`src/rtl/core/gisp_pkg.sv`:
```
// Shared constants, status codes and the front-to-back command type.
package gisp_pkg;

	localparam int GROUP_W  = 6;
	localparam int COUNT_W  = 16;
	localparam int STATUS_W = 3;

	localparam logic [COUNT_W-1:0] CHILD_LIMIT = 16'hFFFF;

	localparam int QUEUE_DEPTH = 2;
	localparam int QPTR_W      = $clog2(QUEUE_DEPTH);
	localparam int QCNT_W      = $clog2(QUEUE_DEPTH + 1);

	localparam logic OP_CHILD  = 1'b0;
	localparam logic OP_FINISH = 1'b1;

	typedef enum logic [STATUS_W-1:0] {
		ST_OK       = 3'd0,
		ST_MISSING  = 3'd1,
		ST_UNSORTED = 3'd2,
		ST_RANGE    = 3'd3,
		ST_TOOMANY  = 3'd4
	} status_t;

	// One item's worth of results: optional leading zero, a run of equal
	// offsets, then an optional error result.
	typedef struct packed {
		logic                 lead;
		logic [GROUP_W-1:0]   run_len;
		logic [COUNT_W-1:0]   run_val;
		status_t              status;
		logic                 array_end;
	} cmd_t;

endpackage

```
`src/rtl/core/gisp_item_if.sv`:
```
// Input channel: child entries and finish items.
interface gisp_item_if;
	logic                         valid;
	logic                         ready;
	logic                         operation;
	logic [gisp_pkg::GROUP_W-1:0] group_id;
	logic                         present;

	modport source(output valid, operation, group_id, present, input ready);
	modport sink(input valid, operation, group_id, present, output ready);
endinterface

```
`src/rtl/core/gisp_result_if.sv`:
```
// Output channel: split points and status.
interface gisp_result_if;
	logic                          valid;
	logic                          ready;
	logic [gisp_pkg::COUNT_W-1:0]  split_point;
	logic [gisp_pkg::STATUS_W-1:0] status;
	logic                          run_last;
	logic                          array_end;

	modport source(output valid, split_point, status, run_last, array_end, input ready);
	modport sink(input valid, split_point, status, run_last, array_end, output ready);
endinterface

```
`src/rtl/core/gisp_front.sv`:
```
// Front end: takes items, tracks array state and classifies each item into a command.
module gisp_front (
	input  logic                         clk,
	input  logic                         arst_n,
	input  logic                         cfg_we,
	input  logic [gisp_pkg::GROUP_W-1:0] cfg_data,
	gisp_item_if.sink                    item,
	output gisp_pkg::cmd_t               cmd,
	output logic                         cmd_push,
	input  logic                         cmd_full
);
	import gisp_pkg::*;

	logic [GROUP_W-1:0] group_count_q;
	logic [GROUP_W-1:0] cur_bin_q;
	logic [COUNT_W-1:0] child_cnt_q;
	logic               started_q;
	logic               failed_q;

	logic    accept;
	logic    finish;
	status_t err;

	assign item.ready = !cmd_full;
	assign accept     = item.valid && item.ready;
	assign finish     = (item.operation == OP_FINISH);

	always_comb begin
		if (!item.present)
			err = ST_MISSING;
		else if (item.group_id >= group_count_q)
			err = ST_RANGE;
		else if (item.group_id < cur_bin_q)
			err = ST_UNSORTED;
		else if (child_cnt_q >= CHILD_LIMIT)
			err = ST_TOOMANY;
		else
			err = ST_OK;
	end

	always_comb begin
		cmd.lead      = !started_q;
		cmd.run_val   = child_cnt_q;
		cmd.array_end = finish;
		if (finish) begin
			// no bin left to fill after the leading offset went out earlier
			if (started_q && cur_bin_q >= group_count_q) begin
				cmd.run_len = '0;
				cmd.status  = ST_RANGE;
			end else begin
				cmd.run_len = group_count_q - cur_bin_q;
				cmd.status  = ST_OK;
			end
		end else begin
			cmd.status  = err;
			cmd.run_len = (err == ST_OK) ? item.group_id - cur_bin_q : '0;
		end
	end

	assign cmd_push = accept && !failed_q &&
		(finish || cmd.lead || cmd.status != ST_OK || cmd.run_len != '0);

	always_ff @(posedge clk or negedge arst_n) begin
		if (!arst_n) begin
			group_count_q <= '0;
			cur_bin_q     <= '0;
			child_cnt_q   <= '0;
			started_q     <= 1'b0;
			failed_q      <= 1'b0;
		end else begin
			if (cfg_we)
				group_count_q <= cfg_data;
			if (accept) begin
				if (finish) begin
					cur_bin_q   <= '0;
					child_cnt_q <= '0;
					started_q   <= 1'b0;
					failed_q    <= 1'b0;
				end else if (!failed_q) begin
					started_q <= 1'b1;
					if (err != ST_OK) begin
						failed_q <= 1'b1;
					end else begin
						cur_bin_q   <= item.group_id;
						child_cnt_q <= child_cnt_q + 1'b1;
					end
				end
			end
		end
	end

endmodule

```
`src/rtl/core/gisp_queue.sv`:
```
// Short command queue between front and back.
module gisp_queue (
	input  logic           clk,
	input  logic           arst_n,
	input  logic           push,
	input  gisp_pkg::cmd_t push_data,
	output logic           full,
	input  logic           pop,
	output gisp_pkg::cmd_t pop_data,
	output logic           not_empty
);
	import gisp_pkg::*;

	cmd_t              mem_q [QUEUE_DEPTH];
	logic [QPTR_W-1:0] wptr_q;
	logic [QPTR_W-1:0] rptr_q;
	logic [QCNT_W-1:0] count_q;

	assign full      = (count_q == QCNT_W'(QUEUE_DEPTH));
	assign not_empty = (count_q != '0);
	assign pop_data  = mem_q[rptr_q];

	always_ff @(posedge clk) begin
		if (push)
			mem_q[wptr_q] <= push_data;
	end

	always_ff @(posedge clk or negedge arst_n) begin
		if (!arst_n) begin
			wptr_q  <= '0;
			rptr_q  <= '0;
			count_q <= '0;
		end else begin
			if (push)
				wptr_q <= (wptr_q == QPTR_W'(QUEUE_DEPTH - 1)) ? '0 : wptr_q + 1'b1;
			if (pop)
				rptr_q <= (rptr_q == QPTR_W'(QUEUE_DEPTH - 1)) ? '0 : rptr_q + 1'b1;
			case ({push, pop})
				2'b10:   count_q <= count_q + 1'b1;
				2'b01:   count_q <= count_q - 1'b1;
				default: count_q <= count_q;
			endcase
		end
	end

endmodule

```
`src/rtl/core/gisp_back.sv`:
```
// Back end: expands one command into result transfers through an output register.
module gisp_back (
	input  logic           clk,
	input  logic           arst_n,
	input  gisp_pkg::cmd_t cmd,
	input  logic           cmd_valid,
	output logic           cmd_pop,
	gisp_result_if.source  result
);
	import gisp_pkg::*;

	logic               active_q;
	logic               lead_q;
	logic [GROUP_W-1:0] cnt_q;
	logic [COUNT_W-1:0] val_q;
	status_t            st_q;
	logic               end_q;

	logic               out_valid_q;
	logic [COUNT_W-1:0] out_sp_q;
	status_t            out_st_q;
	logic               out_last_q;
	logic               out_end_q;

	logic               out_free;
	logic               emit;
	logic               last;
	logic [COUNT_W-1:0] res_sp;
	status_t            res_st;

	assign out_free = !out_valid_q || result.ready;
	assign emit     = active_q && out_free;
	assign cmd_pop  = cmd_valid && !active_q;

	always_comb begin
		if (lead_q) begin
			res_sp = '0;
			res_st = ST_OK;
			last   = (cnt_q == '0) && (st_q == ST_OK);
		end else if (cnt_q != '0) begin
			res_sp = val_q;
			res_st = ST_OK;
			last   = (cnt_q == GROUP_W'(1)) && (st_q == ST_OK);
		end else begin
			res_sp = '0;
			res_st = st_q;
			last   = 1'b1;
		end
	end

	always_ff @(posedge clk or negedge arst_n) begin
		if (!arst_n) begin
			active_q    <= 1'b0;
			lead_q      <= 1'b0;
			cnt_q       <= '0;
			val_q       <= '0;
			st_q        <= ST_OK;
			end_q       <= 1'b0;
			out_valid_q <= 1'b0;
			out_sp_q    <= '0;
			out_st_q    <= ST_OK;
			out_last_q  <= 1'b0;
			out_end_q   <= 1'b0;
		end else begin
			if (cmd_pop) begin
				active_q <= 1'b1;
				lead_q   <= cmd.lead;
				cnt_q    <= cmd.run_len;
				val_q    <= cmd.run_val;
				st_q     <= cmd.status;
				end_q    <= cmd.array_end;
			end else if (emit) begin
				if (lead_q)
					lead_q <= 1'b0;
				else if (cnt_q != '0)
					cnt_q <= cnt_q - 1'b1;
				if (last)
					active_q <= 1'b0;
			end
			if (emit) begin
				out_valid_q <= 1'b1;
				out_sp_q    <= res_sp;
				out_st_q    <= res_st;
				out_last_q  <= last;
				out_end_q   <= last && end_q;
			end else if (result.ready) begin
				out_valid_q <= 1'b0;
			end
		end
	end

	assign result.valid       = out_valid_q;
	assign result.split_point = out_sp_q;
	assign result.status      = out_st_q;
	assign result.run_last    = out_last_q;
	assign result.array_end   = out_end_q;

	a_end_is_last: assert property (@(posedge clk) disable iff (!arst_n)
		out_valid_q && out_end_q |-> out_last_q)
		else $error("array_end without run_last");

	a_err_zero: assert property (@(posedge clk) disable iff (!arst_n)
		out_valid_q && out_st_q != ST_OK |-> out_sp_q == '0 && out_last_q)
		else $error("error result with offset or not last");

	a_pop_idle: assert property (@(posedge clk) disable iff (!arst_n)
		cmd_pop |=> active_q)
		else $error("loaded command not active");

	a_err_tail: assert property (@(posedge clk) disable iff (!arst_n)
		active_q && !lead_q && cnt_q == '0 |-> st_q != ST_OK)
		else $error("empty command still active");

endmodule

```
`src/rtl/core/group_ids_to_split_points.sv`:
```
// Top level: sorted group ids in, CSR-style split points out.
//
// item channel: child entries (operation 0: group_id, present) and finish
// items (operation 1). result channel: split_point, status, run_last and
// array_end per transfer. cfg_we/cfg_data write group_count; write it only
// while the block is idle.
// The front end classifies an item in the cycle it is accepted and pushes one
// command into a two-entry queue; items that cause no result push nothing.
// The back end loads a command once it is idle and issues one result per
// cycle into the output register while that register is free; it takes no new
// command until the last result of the current one is issued. The input
// stalls only when the queue is full.
// If the receiver stalls, the output register holds its result and the back
// end waits; the front keeps taking items until the queue fills.
// Reset clears group_count, the array state, the queue and the output valid.
module group_ids_to_split_points (
	input  logic                         clk,
	input  logic                         arst_n,
	input  logic                         cfg_we,
	input  logic [gisp_pkg::GROUP_W-1:0] cfg_data,
	gisp_item_if.sink                    item,
	gisp_result_if.source                result
);
	import gisp_pkg::*;

	cmd_t cmd_in;
	cmd_t cmd_out;
	logic cmd_push;
	logic cmd_full;
	logic cmd_pop;
	logic cmd_valid;

	gisp_front u_front (
		.clk      (clk),
		.arst_n   (arst_n),
		.cfg_we   (cfg_we),
		.cfg_data (cfg_data),
		.item     (item),
		.cmd      (cmd_in),
		.cmd_push (cmd_push),
		.cmd_full (cmd_full)
	);

	gisp_queue u_queue (
		.clk       (clk),
		.arst_n    (arst_n),
		.push      (cmd_push),
		.push_data (cmd_in),
		.full      (cmd_full),
		.pop       (cmd_pop),
		.pop_data  (cmd_out),
		.not_empty (cmd_valid)
	);

	gisp_back u_back (
		.clk       (clk),
		.arst_n    (arst_n),
		.cmd       (cmd_out),
		.cmd_valid (cmd_valid),
		.cmd_pop   (cmd_pop),
		.result    (result)
	);

endmodule
```
`src/flat_wrapper.sv`:
```
// flat-port wrapper written by rule: the top's interface ports become plain ports
module group_ids_to_split_points_flat import gisp_pkg::*;
  (clk, arst_n, cfg_we, cfg_data, item_valid, item_operation, item_group_id, item_present, item_ready, result_valid, result_split_point, result_status, result_run_last, result_array_end, result_ready);
  gisp_item_if item_i ();
  gisp_result_if result_i ();
  input  logic clk;
  input  logic arst_n;
  input  logic cfg_we;
  input  logic [gisp_pkg::GROUP_W-1:0] cfg_data;
  input wire logic [$bits(item_i.valid)-1:0] item_valid;
  input wire logic [$bits(item_i.operation)-1:0] item_operation;
  input wire logic [$bits(item_i.group_id)-1:0] item_group_id;
  input wire logic [$bits(item_i.present)-1:0] item_present;
  output wire logic [$bits(item_i.ready)-1:0] item_ready;
  output wire logic [$bits(result_i.valid)-1:0] result_valid;
  output wire logic [$bits(result_i.split_point)-1:0] result_split_point;
  output wire logic [$bits(result_i.status)-1:0] result_status;
  output wire logic [$bits(result_i.run_last)-1:0] result_run_last;
  output wire logic [$bits(result_i.array_end)-1:0] result_array_end;
  input wire logic [$bits(result_i.ready)-1:0] result_ready;
  assign item_i.valid = item_valid;
  assign item_i.operation = item_operation;
  assign item_i.group_id = item_group_id;
  assign item_i.present = item_present;
  assign item_ready = item_i.ready;
  assign result_valid = result_i.valid;
  assign result_split_point = result_i.split_point;
  assign result_status = result_i.status;
  assign result_run_last = result_i.run_last;
  assign result_array_end = result_i.array_end;
  assign result_i.ready = result_ready;
  group_ids_to_split_points u_core (.clk(clk), .arst_n(arst_n), .cfg_we(cfg_we), .cfg_data(cfg_data), .item(item_i), .result(result_i));
endmodule
```
`config.mk`:
```
export PLATFORM = sky130hd
export DESIGN_NAME = group_ids_to_split_points_flat
export DESIGN_NICKNAME = d
export VERILOG_FILES = /design/src/rtl/core/gisp_pkg.sv /design/src/rtl/core/gisp_item_if.sv /design/src/rtl/core/gisp_result_if.sv /design/src/rtl/core/gisp_front.sv /design/src/rtl/core/gisp_queue.sv /design/src/rtl/core/gisp_back.sv /design/src/rtl/core/group_ids_to_split_points.sv /design/src/flat_wrapper.sv
export SDC_FILE = /design/constraint.sdc
export NUM_CORES = 1
export LEC_CHECK = 0
export ABC_AREA = 1
export BUFFER_PORTS_ARGS = -buffer_cell sky130_fd_sc_hd__buf_2
export CAP_MARGIN = 5
export CORE_MARGIN = 4
export CORE_UTILIZATION = 65
export DETAILED_ROUTE_END_ITERATION = 16
export PLACE_DENSITY = 0.87
export SYNTH_ARGS = -nofsm -noshare
export SYNTH_HDL_FRONTEND = slang
export SYNTH_SLANG_ARGS = --single-unit
```
`constraint.sdc`:
```
create_clock -name clk -period 9.2 [get_ports clk]
set_clock_uncertainty 0.05 [all_clocks]
set_input_delay 2.76 -clock clk [delete_from_list [all_inputs] [get_ports clk]]
set_output_delay 2.76 -clock clk [all_outputs]
set_load 0.01 [all_outputs]
```
==> metrics.md <==
| Metric | Value |
|---|---|
| Outcome | finished clean |
| Hold path cells | 2 |
| Tightest Pin Transition | 1.23 ns |
| Multi-input gate area | 2360 µm² |
| Global placement routability congestion | 0.899 |
| Final hold vios | 0 |
| CTS tree | yes |
| Part of the power in registers | 40.9% |
| Routed Wire Length | 14,000 µm |
| Post-synthesis sequential area ratio | 57.7% |
| CP bufs+invs | 5 |
| Reg area | 3720 µm² |
| FF+latch count, synth | 138 |
| Fill cell count | 658 |
| Synth Cell Area | 6450 µm² |
| R2R Path End | u_core.u_queue.mem_q[0][14] |
| Area of the core | 9730 µm² |
| Iter 0 DRT Violations | 495 |
| CP peak stage delay | 0.75 ns |
| Worst vdd ir | 0.000144 V |
| Vias in the first global route | 4,873 |
| Clock power frac | 26.9% |
| Clock Tree Root | clkbuf_8 |
| First-pass GRT wire length | 23,000 µm |
| Largest net degree at the start of global routing | 85 |
| Synth Instances | 661 |
| Num CTS Buffers | 17 |
| Comb pwr share | 32.2% |
| Initial core utilization | 66.3% |
| Synth top area cells | dfrtp_1, edfxtp_1, nand2_1 |
| Synthesized Nets | 704 |
| ANT nets after route | 0 |
| Antenna violations before repair | 0 |
| Synth area leader | dfrtp_1 |
| R2R depth | 15 |
| Syn avg cell area | 9.76 µm² |
| CTS H-tree lvls | 4 |
| Worst Path Class, Setup | input pin to register |
| Vias per cell | 5.82 |
| Critical Path AT | 5.35 ns |
| Commonest register cell after synthesis | dfrtp_1 |
| Post-synth EDFFs | 54 |
| Sw frac | 37.7% |
| Clock latency on the worst-skew pair | 0.53 ns |
| Setup crit end kind | register |
| Grt total ovfl | 0 |
| Pint | 1440 µW |
| Worst path cell trace | buf_2 -> inv_1 -> ha_1 -> inv_1 -> fa_1 -> inv_1 -> nor3_2 -> nor2_2 -> nor2_8 -> nand2_1 -> nor2_1 -> nand2_1 -> nand2_1 -> nor2_1 -> nand2_1 -> nand3_1 -> inv_1 |
| Buffers on Ports | 41 |
| Hold-fix buffers, CTS | 0 |
| Post_cts resized | 0 |
| Clk slew on worst S/H paths | 0.06 ns |
| Hold crit path type | register to register |
| Dpl cells | 815 |
| Slew headroom | 18.0% |
| Num rows | 36 |
| Pins over their slew limit | 0 |
| Max Buffers Root-to-Sink | 2 |
| Pwr dens | 316 nW/µm² |
| WP data required | 9.29 ns |
| P&R area growth vs syn | 13.2% |
| Drt pass-1 iters | 7 |
| F_max | 0.190 GHz |
| Hold path startpoint | u_core.u_queue.wptr_q |
| WHS Endpoint | u_core.u_queue.wptr_q |
| Post-DP HPWL | 9080 µm |
| Final period utilization | 57.2% |
| Leakage | 0.00324 µW |
| Commonest non-fill, non-tap cell in the layout | nand2_1 |
| Ys async rst share | 60.9% |
| Die W | 108 µm |
| Die Height | 108 µm |
| Worst Path Max Fanout | 27 |
| Diode count | 0 |
| Post-CTS Setup Inserts | 0 |
| CTS sink count | 138 |
| Synthesis Warnings | 0 |
| Yosys top cell area share | 32.6% |
| Vias | 4,932 |
| RSZ-0062 raised after global routing | no |
| Drt drc | 0 |
| Final core occ | 75.1% |
| Min cycle time layout | 5.26 ns |
| TNS Setup | 0 ns |
| R2R setup slack | 5.79 ns |
| Slowest CP cell | inv_1 |
| Die area | 11,600 µm² |
| Nets | 745 |
| Crit path max-delay family | buffers and inverters |
| Final setup viols | 0 |
| Max Cap Viol | 0 |
| Total track usage | 25.6% |
| Synth cell types | 42 |
| R2r startpoint | u_core.u_front.group_count_q[0] |
| CP Launch Type | input pin |
| Sw Pwr | 870 µW |
| WL/cell | 16.5 µm |
| Most frequent cells in the layout | nand2_1, dfrtp_1, nor2_1 |
| I/O pin cnt | 42 |
| Ratio of cells with drive above 1 in the final layout | 15.1% |
| Non-filler instance count after layout | 848 |
==> synthesized netlist by cell type (3+ instances only) <==
library cell and count:
o21ai_1 8, a21oi_1 21, nor2_1 62, nor3_1 11, o31ai_2 3, nand3_1 33, xnor2_1 4, o211ai_1 6
inv_1 60, edfxtp_1 54, a31oi_1 20, nor2_2 7, buf_2 4, xor2_1 7, nand2_1 156, o21ai_0 19
a32o_1 18, nand2_2 3, ha_1 22, dfrtp_1 84, nand4_1 9, inv_2 11, clkbuf_1 13, nand3b_1 3
==> area by class of cell <==
cell class / count / share of cell area (%)
Multi-Input combinational cell: 428 / 32.4
Clock buffer: 17 / 5.67
Inverter: 74 / 3.84
Clock inverter: 15 / 1.83
Timing Repair Buffer: 43 / 3.05
Tap cell: 133 / 2.28
Sequential cell: 138 / 51.0
==> state kept, by name (all words and copies together), names as in the netlist, 2 cells and up <==
register                          flops
u_core.u_back.val_q                  16
u_core.u_queue.count_q                2
u_core.u_front.group_count_q          6
u_core.u_front.cur_bin_q              6
u_core.u_front.child_cnt_q           16
u_core.u_back.result.split_point     16
u_core.u_queue.mem_q                 54
u_core.u_back.cnt_q                   6
u_core.u_back.result.status           3
u_core.u_back.st_q                    3
==> metal layers <==
metal	vias up	wire (µm)	share of wire (%)	GRT usage (%)
li1	2323	-	-	-
met1	2348	5570	40	32.1
met2	220	7160	51	44.0
met3	41	912	6.5	4.92
met4	0	386	2.8	10.1
met5	-	0	0	0
==> power by group through the flow <==
stage | clock (µW) | combinational (µW) | sequential (µW)
6_report | 622 | 743 | 944
5_1_grt | 658 | 833 | 963
4_1_cts | 627 | 738 | 942
3_5_place_dp | 0 | 719 | 950
3_3_place_gp | 0 | 684 | 941
2_1_floorplan | 0 | 541 | 925
==> cell families (layout without fill, tap and decap cells) <==
| family | Yosys count | count (layout) | synth area share (%) |
|---|---|---|---|
| flops | 138 | 138 | 57.7 |
| compound gates | 100 | 100 | 10.4 |
| simple gates | 292 | 292 | 19.5 |
| xor+xnor | 11 | 11 | 1.49 |
| buf+inv | 95 | 149 | 5.88 |
| mux | 1 | 1 | 0.155 |
| fa+ha+maj | 24 | 24 | 4.89 |
==> through the flow <==
step | total power [µW] | hold slack, ns | instance area [µm²] | worst slack [ns]
after floorplan | 1470 | 0.392 | 6450 | 3.35
after global placement | 1620 | 0.417 | 6750 | 3.59
after detailed placement | 1670 | 0.416 | 6750 | 3.48
after CTS | 2310 | 0.434 | 7300 | 4.00
after global routing | 2450 | 0.453 | 7300 | 3.72
final | 2310 | 0.434 | 7300 | 3.94
==> worst max path at each step <==
| stage | startpoint | endpoint | depth (start not counted) |
|---|---|---|---|
| 6_report | item_group_id[0] | u_core.u_queue.mem_q[0][14] | 17 |
| 5_1_grt | item_group_id[0] | u_core.u_queue.mem_q[0][1] | 17 |
| 4_1_cts | item_group_id[0] | u_core.u_queue.mem_q[0][1] | 17 |
| 3_5_place_dp | item_group_id[0] | u_core.u_queue.mem_q[0][10] | 17 |
| 3_3_place_gp | item_group_id[0] | u_core.u_queue.mem_q[0][10] | 17 |
| 2_1_floorplan | item_group_id[0] | u_core.u_queue.mem_q[1][0] | 16 |
==> tightest hold or removal path: cells and delay by family (launching register included) <==
family	cells	cell delay, ns
flops	1	0.35
simple gates	2	0.11
No activity file was read; power rests on OpenSTA's default activity.
